**src/hw/rtl/bdau_pkg.sv**
```systemverilog
// ----------------------------------------------------------------------------
// bdau_pkg
// Shared constants, types and state codes for the binary to decimal ascii
// unit.
// ----------------------------------------------------------------------------
package bdau_pkg;

	localparam int BIN_W   = 32;
	localparam int DIGITS  = 10;
	localparam int DIG_W   = 4;
	localparam int CNT_W   = $clog2(BIN_W);
	localparam int POS_W   = $clog2(DIGITS);

	localparam logic [7:0] CHAR_ZERO  = 8'h30;
	localparam logic [7:0] CHAR_MINUS = 8'h2D;
	localparam logic [7:0] CHAR_NL    = 8'h0A;

	localparam logic [7:0] WB_ONE  = 8'd1;
	localparam logic [7:0] WB_TWO  = 8'd2;
	localparam logic [7:0] WB_FOUR = 8'd4;

	localparam logic REQ_UNSIGNED = 1'b0;
	localparam logic REQ_SIGNED   = 1'b1;

	typedef enum logic [2:0] {
		ST_IDLE,
		ST_CONV,
		ST_SIGN,
		ST_DIGIT,
		ST_NL
	} state_t;

	// per-cycle command shared by every digit cell
	typedef struct packed {
		logic clear;
		logic dabble;
		logic move;
	} cell_ctl_t;

endpackage

```
**src/hw/rtl/bdau_digit_cell.sv**
```systemverilog
// ----------------------------------------------------------------------------
// bdau_digit_cell
// One bcd digit of the shift-add-3 chain; also shifts its digit up the row
// during character output.
// ----------------------------------------------------------------------------
module bdau_digit_cell
	import bdau_pkg::*;
(
	input  logic             clk,
	input  cell_ctl_t        ctl,
	input  logic             bit_in,
	input  logic [DIG_W-1:0] digit_in,
	output logic [DIG_W-1:0] digit,
	output logic             bit_out
);

	logic [DIG_W-1:0] digit_q;
	logic [DIG_W-1:0] corr;

	// add 3 when the digit would overflow after doubling
	always_comb begin
		corr = (digit_q >= DIG_W'(5)) ? digit_q + DIG_W'(3) : digit_q;
	end

	assign bit_out = corr[DIG_W-1];
	assign digit   = digit_q;

	always_ff @(posedge clk) begin
		if (ctl.clear) begin
			digit_q <= '0;
		end else if (ctl.dabble) begin
			digit_q <= {corr[DIG_W-2:0], bit_in};
		end else if (ctl.move) begin
			digit_q <= digit_in;
		end
	end

endmodule

```
**src/hw/rtl/binary_to_decimal_ascii_unit.sv**
```systemverilog
// ----------------------------------------------------------------------------
// binary_to_decimal_ascii_unit
// Converts one 32-bit number per transaction into ascii decimal text, one
// character per output transaction, most significant digit first.
// ----------------------------------------------------------------------------
//
//  channel | direction | handshake          | payload
//  --------+-----------+--------------------+---------------------------------
//  in      | sink      | in_valid/in_stall  | req_type, value, width_bytes
//  out     | source    | out_valid/out_stall| text_char, last_char
//
//  an item is accepted, shifted bit by bit (shift-add-3) through ten digit cells
//  and scanned one digit position at a time (leading zeros dropped); a '-' comes
//  first for a negative signed number and a newline comes last for an unsigned one
//  a bad unsigned width is dropped in its accept cycle with no output
//  arst_n clears control state and output valid; cells clear per conversion
//  out_stall freezes the scan; the next transaction is accepted while the
//  final character still waits in the output register
//
module binary_to_decimal_ascii_unit
	import bdau_pkg::*;
(
	input  logic             clk,
	input  logic             arst_n,
	input  logic             in_valid,
	output logic             in_stall,
	input  logic             req_type,
	input  logic [BIN_W-1:0] value,
	input  logic [7:0]       width_bytes,
	output logic             out_valid,
	input  logic             out_stall,
	output logic [7:0]       text_char,
	output logic             last_char
);

	// control state
	state_t             state_q, state_d;
	logic [CNT_W-1:0]   cnt_q, cnt_d;
	logic [POS_W-1:0]   pos_q, pos_d;
	logic               started_q, started_d;
	logic               out_valid_q;

	// payload state
	logic [BIN_W-1:0]   bin_q, bin_d;
	logic               signed_q, signed_d;
	logic               neg_q, neg_d;
	logic [7:0]         text_char_q;
	logic               last_char_q;

	// datapath signals
	logic               accept;
	logic               adv;
	logic               push;
	logic [7:0]         push_char;
	logic               push_last;
	logic               good;
	logic [BIN_W-1:0]   mag;
	cell_ctl_t          ctl;
	logic [DIG_W-1:0]   top_digit;

	// row of digit cells, index 0 holds the least significant digit
	logic [DIG_W-1:0]   digit [DIGITS];
	logic               carry [DIGITS];

	genvar gi;
	generate
		for (gi = 0; gi < DIGITS; gi++) begin : g_cell
			logic             bin_w;
			logic [DIG_W-1:0] din_w;
			if (gi == 0) begin : g_first
				assign bin_w = bin_q[BIN_W-1];
				assign din_w = '0;
			end else begin : g_rest
				assign bin_w = carry[gi-1];
				assign din_w = digit[gi-1];
			end
			bdau_digit_cell u_cell (
				.clk      (clk),
				.ctl      (ctl),
				.bit_in   (bin_w),
				.digit_in (din_w),
				.digit    (digit[gi]),
				.bit_out  (carry[gi])
			);
		end
	endgenerate

	assign top_digit = digit[DIGITS-1];

	// handshakes
	assign in_stall = (state_q != ST_IDLE);
	assign accept   = in_valid && !in_stall;
	assign adv      = !out_valid_q || !out_stall;

	// magnitude selection, two's complement negation covers the most
	// negative value since the result is read as unsigned
	always_comb begin
		good = 1'b1;
		mag  = value;
		if (req_type == REQ_SIGNED) begin
			mag = value[BIN_W-1] ? (~value) + BIN_W'(1) : value;
		end else begin
			case (width_bytes)
				WB_ONE:  mag = {{(BIN_W-8){1'b0}}, value[7:0]};
				WB_TWO:  mag = {{(BIN_W-16){1'b0}}, value[15:0]};
				WB_FOUR: mag = value;
				default: good = 1'b0;
			endcase
		end
	end

	// next state and outputs
	always_comb begin
		state_d   = state_q;
		cnt_d     = cnt_q;
		pos_d     = pos_q;
		started_d = started_q;
		bin_d     = bin_q;
		signed_d  = signed_q;
		neg_d     = neg_q;
		ctl       = '0;
		push      = 1'b0;
		push_char = CHAR_ZERO;
		push_last = 1'b0;
		case (state_q)
			ST_IDLE: begin
				if (accept && good) begin
					ctl.clear = 1'b1;
					bin_d     = mag;
					signed_d  = (req_type == REQ_SIGNED);
					neg_d     = (req_type == REQ_SIGNED) && value[BIN_W-1];
					cnt_d     = '0;
					state_d   = ST_CONV;
				end
			end
			ST_CONV: begin
				// one binary bit enters the row per cycle
				ctl.dabble = 1'b1;
				bin_d      = {bin_q[BIN_W-2:0], 1'b0};
				cnt_d      = cnt_q + CNT_W'(1);
				if (cnt_q == CNT_W'(BIN_W-1)) begin
					pos_d     = '0;
					started_d = 1'b0;
					state_d   = neg_q ? ST_SIGN : ST_DIGIT;
				end
			end
			ST_SIGN: begin
				if (adv) begin
					push      = 1'b1;
					push_char = CHAR_MINUS;
					state_d   = ST_DIGIT;
				end
			end
			ST_DIGIT: begin
				if (adv) begin
					// drop leading zeros, but always keep the units digit
					if (started_q || top_digit != '0 || pos_q == POS_W'(DIGITS-1)) begin
						push      = 1'b1;
						push_char = CHAR_ZERO + {{(8-DIG_W){1'b0}}, top_digit};
						push_last = signed_q && (pos_q == POS_W'(DIGITS-1));
						started_d = 1'b1;
					end
					ctl.move = 1'b1;
					pos_d    = pos_q + POS_W'(1);
					if (pos_q == POS_W'(DIGITS-1)) begin
						state_d = signed_q ? ST_IDLE : ST_NL;
					end
				end
			end
			ST_NL: begin
				if (adv) begin
					push      = 1'b1;
					push_char = CHAR_NL;
					push_last = 1'b1;
					state_d   = ST_IDLE;
				end
			end
			default: begin
				state_d = ST_IDLE;
			end
		endcase
	end

	always_ff @(posedge clk or negedge arst_n) begin
		if (!arst_n) begin
			state_q     <= ST_IDLE;
			cnt_q       <= '0;
			pos_q       <= '0;
			started_q   <= 1'b0;
			out_valid_q <= 1'b0;
		end else begin
			state_q     <= state_d;
			cnt_q       <= cnt_d;
			pos_q       <= pos_d;
			started_q   <= started_d;
			out_valid_q <= push || (out_valid_q && out_stall);
		end
	end

	always_ff @(posedge clk) begin
		bin_q    <= bin_d;
		signed_q <= signed_d;
		neg_q    <= neg_d;
		if (push) begin
			text_char_q <= push_char;
			last_char_q <= push_last;
		end
	end

	assign out_valid = out_valid_q;
	assign text_char = text_char_q;
	assign last_char = last_char_q;

endmodule
```
**config.mk**
```make
export PLATFORM = sky130hd
export DESIGN_NAME = binary_to_decimal_ascii_unit
export DESIGN_NICKNAME = d
export VERILOG_FILES = /design/src/hw/rtl/bdau_pkg.sv /design/src/hw/rtl/bdau_digit_cell.sv /design/src/hw/rtl/binary_to_decimal_ascii_unit.sv
export SDC_FILE = /design/constraint.sdc
export NUM_CORES = 1
export LEC_CHECK = 0
export BUFFER_PORTS_ARGS = -buffer_cell sky130_fd_sc_hd__buf_2
export CAP_MARGIN = 20
export CELL_PAD_IN_SITES_DETAIL_PLACEMENT = 2
export CELL_PAD_IN_SITES_GLOBAL_PLACEMENT = 2
export CORE_AREA = 2 2 115 145
export CTS_CLUSTER_SIZE = 28
export DETAILED_ROUTE_END_ITERATION = 12
export DIE_AREA = 0 0 117 147
export GPL_ROUTABILITY_DRIVEN = 0
export GPL_TIMING_DRIVEN = 1
export PLACE_DENSITY_LB_ADDON = 0.3
export SLEW_MARGIN = 20
export SYNTH_ARGS = -nofsm -noshare
export SYNTH_HDL_FRONTEND = slang
export SYNTH_SLANG_ARGS = --single-unit
export TNS_END_PERCENT = 50
```
**constraint.sdc**
```tcl
create_clock -name clk -period 2.8 [get_ports clk]
set_input_delay 0.14 -clock clk [delete_from_list [all_inputs] [get_ports clk]]
set_output_delay 0.14 -clock clk [all_outputs]
set_load 0.01 [all_outputs]
```
# After elaboration in Yosys (flattened, before gate mapping)
# Index checks and enable logic that the tools add are counted.
[totals]
reg_bits = 97
output_inout_bits = 11
[op_classes]
addsub = 14
order_cmp = 10
n_eq_ne = 16
mux = 71
n_bitwise = 1
n_reduce_logical = 25
[ops]
columns = ["op", "count"]
rows = [
  ["case mux 32 bit (2 select lines)", 2],
  ["2-to-1 mux 4 bit", 31],
  ["2-to-1 mux 32 bit", 3],
  ["greater-or-equal comparator 4 x 3 -> 1 bit, second input constant", 10],
  ["adder 4 x 2 -> 4 bit, second input constant", 9],
  ["adder 32 x 1 -> 32 bit, second input constant", 1],
  ["NOT 32 bit", 1],
  ["2-to-1 mux 3 bit", 8],
  ["case mux 7 bit (3 select lines)", 1],
  ["2-to-1 mux 1 bit", 15],
  ["case mux 3 bit (5 select lines)", 1],
  ["2-to-1 mux 7 bit", 2],
  ["inequality test 2 bit, second input constant", 7],
  ["2-to-1 mux 5 bit", 2],
  ["case mux 5 bit (2 select lines)", 1],
  ["equality test 8 x 1 -> 1 bit, second input constant", 1],
  ["equality test 8 x 2 -> 1 bit, second input constant", 1],
  ["equality test 8 x 3 -> 1 bit, second input constant", 1],
  ["case mux 4 bit (2 select lines)", 1],
  ["adder 6 x 4 -> 7 bit, first input constant", 1],
  ["equality test 3 x 2 -> 1 bit, second input constant", 2],
  ["2-to-1 mux 6 bit", 1],
  ["case mux 1 bit (2 select lines)", 3],
  ["AND reduction 6 bit", 1],
  ["19 further kinds", 31],
]

# Depth between registers and ports, before layout
[depth]
word_depth = 7
mapped_depth = 7

# Modules after synthesis
# A second synthesis with hierarchy kept.
[hier_totals]
cells_unflattened = 701
area_unflattened_um2 = 6102.1
[by_module_without_submodules]
columns = ["module", "instances", "cells_per_inst", "area_each_um2", "seq_area_each_um2"]
rows = [
  ["binary_to_decimal_ascii_unit", 1, 351, 3299.4, 1581.5],
  ["bdau_digit_cell", 10, 35, 280.3, 80.1],
]

# Least setup slack after synthesis
# No wires, ideal clock.
[synth_timing]
kind = "flip-flop to flip-flop"
startpoint = "register state_q[1]"
endpoint = "register bin_q[0] (enable)"
arrival_ps = 1606
t_required_ps = 2425
slack_ps = 819
path_stages_with_launch = 5
cell_sequence = "dfrtp_1 -> buf_2 -> nor3b_1 -> buf_2 -> or2_2"
[synth_via]
elab_chain_cells = 6
elab_cells_between_ends = 9
[synth_rtl]
columns = ["item", "line", "source"]
rows = [
  ["start, declared", "binary_to_decimal_ascii_unit.sv:37", "state_t state_q, state_d;"],
  ["start signal, assigned", "binary_to_decimal_ascii_unit.sv:192", "state_q <= state_d;"],
  ["nonzero test 3 bit", "binary_to_decimal_ascii_unit.sv:91", "assign in_stall = (state_q != ST_IDLE);"],
  ["zero test 1 bit", "binary_to_decimal_ascii_unit.sv:92", "assign accept = in_valid && !in_stall;"],
  ["logical AND 1 bit", "binary_to_decimal_ascii_unit.sv:92", ""],
  ["logical AND 1 bit", "binary_to_decimal_ascii_unit.sv:127", "if (accept && good) begin"],
  ["inequality test 2 bit (no line)", "--", ""],
  ["AND reduction 2 bit (no line) *", "--", ""],
  ["end signal, assigned", "binary_to_decimal_ascii_unit.sv:201", "bin_q <= bin_d;"],
  ["end, declared", "binary_to_decimal_ascii_unit.sv:44", "logic [BIN_W-1:0] bin_q, bin_d;"],
]
# Mark *: on every way between the ends. The rest lies on a longest branch, timed or not.
# A chain may end at the register's enable or synchronous reset.

# Final worst setup path
[layout_timing]
startpoint = "register state_q[0]"
endpoint = "register g_cell[2].u_cell.digit_q[3]"
[layout_via]
elab_chain_cells = 6
elab_cells_between_ends = 13
[layout_rtl]
columns = ["item", "line", "source"]
rows = [
  ["nonzero test 3 bit", "binary_to_decimal_ascii_unit.sv:91", ""],
  ["zero test 1 bit", "binary_to_decimal_ascii_unit.sv:92", ""],
  ["logical AND 1 bit", "binary_to_decimal_ascii_unit.sv:92", ""],
  ["logical AND 1 bit", "binary_to_decimal_ascii_unit.sv:127", ""],
  ["2-to-1 mux 1 bit", "binary_to_decimal_ascii_unit.sv:127", ""],
  ["2-to-1 mux 1 bit", "binary_to_decimal_ascii_unit.sv:125", "case (state_q)"],
  ["end signal, assigned", "bdau_digit_cell.sv:32", "digit_q <= {corr[DIG_W-2:0], bit_in};"],
  ["end signal, assigned", "bdau_digit_cell.sv:34", "digit_q <= digit_in;"],
  ["end, declared", "bdau_digit_cell.sv:17", "logic [DIG_W-1:0] digit_q;"],
]
# Several ways; a longest one is shown, not always the timed one.

==> reports/results.tsv <==
stage	metric	value	unit
routing	firstDrtPassIters	4	
power	p_clk_share	14.2	%
worst_setup_path	crit_path_end_kind	register	
logic_synthesis	synth-xor-area-share	2.88	%
placement	port_buffers	53	
flow_run	maxCapViolations	0	
logic_synthesis	synth_edf_count	41	
timing	tns	0	ns
die	rows	52	
hold_path	min_path_cells	1	
logic_synthesis	yosysWarnings	0	
worst_setup_path	max_stage_delay	0.75	ns
worst_setup_path	r2r_start	state_q[0]	
worst_setup_path	critical_path_class	register to register	
routing	avgViaCountPerCell	5.74	
hold_path	hold_end	signed_q	
logic_synthesis	yosys.area_share.simple	19.1	%
power	combPwrFrac	50.6	%
placement	hpwlAfterDp	12200	um
die	core	0.0159	mm^2
routing	drtIter0Drc	207	
die	start_util	36.3	%
timing	worst-slew-pin-transition	0.923	ns
worst_setup_path	crit_start	state_q[0]	
logic_synthesis	synth-seq-cells	95	
worst_setup_path	rr_worst_depth	5	
routing	num_vias	5163	
worst_setup_path	cpLargestDelayFamily	simple AND/OR/NAND/NOR gates	
timing	slew_viol_final	0	
outcome	status	finished clean	
global_routing	grt_pass1_wl	28500	um
logic_synthesis	ys_seq_area_share	41.2	%
timing	finalCritPeriodShare	84.0	%
logic_synthesis	yosys.area.top_type_share	21.3	%
worst_setup_path	critPathLaunchType	register	
die	boundaryPins	56	
clock_network	clk_pin_slew	0.07	ns
routing	drt-total-wl	17000	um
worst_setup_path	path_cells	nor3b_2 > buf_12 > nor2_1 > o21ai_0 > a21oi_1	
hold_path	min_from	req_type	
die	die_area	0.0172	mm^2
clock_network	numCtsBuffers	9	
worst_setup_path	cp.required	3.08	ns
timing	relSlewSlack	38.2	%
clock_network	clk-insertion-delay-late	0.35	ns
logic_synthesis	avgSynthCellArea	9.05	um^2
clock_network	cts-root-buf	clkbuf_16	
logic_synthesis	ys_top_cells_by_area	edfxtp_1 (21%), dfxtp_1 (14%), dfrtp_1 (6.1%)	
global_routing	first_global_vias	5701	
logic_synthesis	synth_compound_area_share	21.5	%
routing	ant_nets	0	
logic_synthesis	synthCells	639	
power	leakage	2.53	nW
logic_synthesis	synthMuxAreaShare	4.52	%
logic_synthesis	netlist_area	0.00579	mm^2
power	p_int	4.65	mW
global_routing	grt-ovfl-total	0	
timing	grt_setup_unrepaired	false	
logic_synthesis	synth.distinct_cells	62	
clock_network	cts_tree	done	
logic_synthesis	synth_async_sr_flop_share	14.7	%
timing	period_minus_slack	2.35	ns
final_layout	syn_to_final_growth	13.1	%
final_layout	final_layout_size_suffix_gt1_share	13.7	%
power	p_seq_share	35.2	%
power	vdd_ir_drop_max	0.589	mV
worst_setup_path	r2r_end	g_cell[2].u_cell.digit[3]	
worst_setup_path	r2r_slack	0.45	ns
worst_setup_path	worst_ep_arrival_time	2.63	ns
final_layout	nets	750	
worst_setup_path	crit_buf_inv	1	
timing	setup_viol	0	
global_routing	grtUsageTotal	20.7	%
die	die_y	147	um
power	swShare	44.6	%
routing	drc	0	
logic_synthesis	synth-main-ff-cell	edfxtp_1	
logic_synthesis	synth_top_family_by_area	compound AO/OA/AOI/OAI gates	
worst_setup_path	cp_max_fo	75	
power	powerDensity	1280	mW/mm^2
logic_synthesis	synthAdderAreaFrac	5.62	%
clock_network	h-tree-depth	3	
global_routing	grt_max_degree	76	
logic_synthesis	yosysTopAreaCell	edfxtp_1	
power	power_switching	3.74	mW
hold_path	min_path_type	input port to register	
global_routing	antenna_found_initial	0	
power	finalPower	8.39	mW
clock_network	clock_sinks	95	
final_layout	antenna_cells	0	
timing	finalHoldViolCount	0	
clock_network	max-clock-path-buffers	2	
timing	fmax	425	MHz
worst_setup_path	cpMaxStageDelayCell	nor2_1	
clock_network	post_cts_buffers	0	
die	die_x	117	um
timing	fin_skew	0.00770	ns
routing	wl_per_cell	18.9	um
[worst max path at each step]
stage | end | slack, ns | depth (start not counted)
after floorplan | bin_q[0] | 0.82 | 4
after global placement | signed_q | 0.57 | 4
after detailed placement | g_cell[7].u_cell.digit[1] | 0.51 | 6
after CTS | g_cell[2].u_cell.digit[3] | 0.38 | 5
after global routing | g_cell[2].u_cell.digit[3] | 0.23 | 5
final | g_cell[2].u_cell.digit[3] | 0.45 | 5
[power groups by stage]
stage / clock network, mW / registers, mW / logic [mW]
floorplan: 0 / 2.77 / 3.23
global placement: 0 / 2.92 / 4.00
detailed placement: 0 / 2.99 / 4.29
CTS: 1.22 / 2.97 / 4.35
global route: 1.26 / 3.06 / 4.85
finish: 1.19 / 2.95 / 4.25
[layout make-up]
type	instances	area, um^2
sequential	95	2380
tap	216	270
clock buffer	9	225
timing repair buffer	65	383
multi-input combinational	477	3120
fill	1808	9400
clock inverter	7	48.8
inverter	31	116
[synth_stat cells, types with 14 or more instances]
| master | number |
|---|---|
| o21ai_0 | 45 |
| a211oi_1 | 42 |
| dfrtp_1 | 14 |
| ha_1 | 26 |
| nor2_1 | 41 |
| xnor2_1 | 16 |
| inv_1 | 31 |
| nand2_1 | 69 |
| clkbuf_1 | 15 |
| nand3_1 | 29 |
| mux2i_1 | 25 |
| edfxtp_1 | 41 |
| dfxtp_1 | 40 |
| a21oi_1 | 37 |
| o311ai_0 | 16 |
| buf_2 | 18 |
| nor3_1 | 21 |
[cells by family after synthesis]
group                      count (synthesis)
DFF                                       95
AOI/OAI and AO/OA                        186
other                                      1
muxes                                     26
adders and majority gates                 26
xor gates and xnor gates                  19
and+or+nand+nor                          218
buffers and inverters                     68
[worst register-to-register path, delay by kind of cell (launching register included)]
kind	cells	cell delay (ns)
AND/OR/NAND/NOR	2	1.02
AO/OA/AOI/OAI	2	0.48
flip-flops	1	0.55
buffers and inverters	1	0.23
[per-stage QoR]
step	instance area (um^2)	instances	worst slack (ns)	hold WS, ns	util [%]
finish	6540	900	0.448	0.0733	41.0
global route	6540	900	0.226	0.0788	41.0
CTS	6540	900	0.377	0.0671	41.0
detailed placement	6260	883	0.505	0.0705	39.3
global placement	6260	883	0.573	0.0608	39.3
floorplan	5790	640	0.819	-0.156	-
[flip-flops by register name (all words and copies together), names as in the netlist]
register,count
neg_q,1
g_cell.u_cell.digit,40
last_char,1
bin_q,32
text_char,6
cnt_q,5
started_q,1
out_valid,1
pos_q,4
state_q,3
signed_q,1
[cells in the final DEF (no fill, tap or decap), types with 8 or more instances in the layout]
cell type,Yosys,layout
nand2_1,69,69
o21ai_0,45,45
a32oi_1,9,9
xnor2_1,16,16
dfxtp_1,40,40
nor2_1,41,41
buf_2,18,53
a21oi_1,37,37
nand2b_1,10,10
nand3_1,29,29
buf_4,3,9
dfrtp_1,14,14
inv_1,31,31
clkbuf_16,0,9
ha_1,26,26
edfxtp_1,41,41
o311ai_0,16,16
nor3b_1,9,8
mux2i_1,25,25
nor3_1,21,21
a211oi_1,42,42
[what timing repair did]
action / in CTS / in global routing
hold buffers: 1 / 0
endpoints found under the setup margin: 0 / 0
hold endpoints to repair: 14 / 0
resized for setup: 0 / 0
[per-layer routing]
layer	up-vias	track usage [%]	wire (um)
li1	2467	-	-
met1	2628	23.7	7140
met2	55	39.4	9380
met3	13	2.64	246
met4	0	6.00	237
met5	-	0	0
No activity file was read; power rests on OpenSTA's default activity.
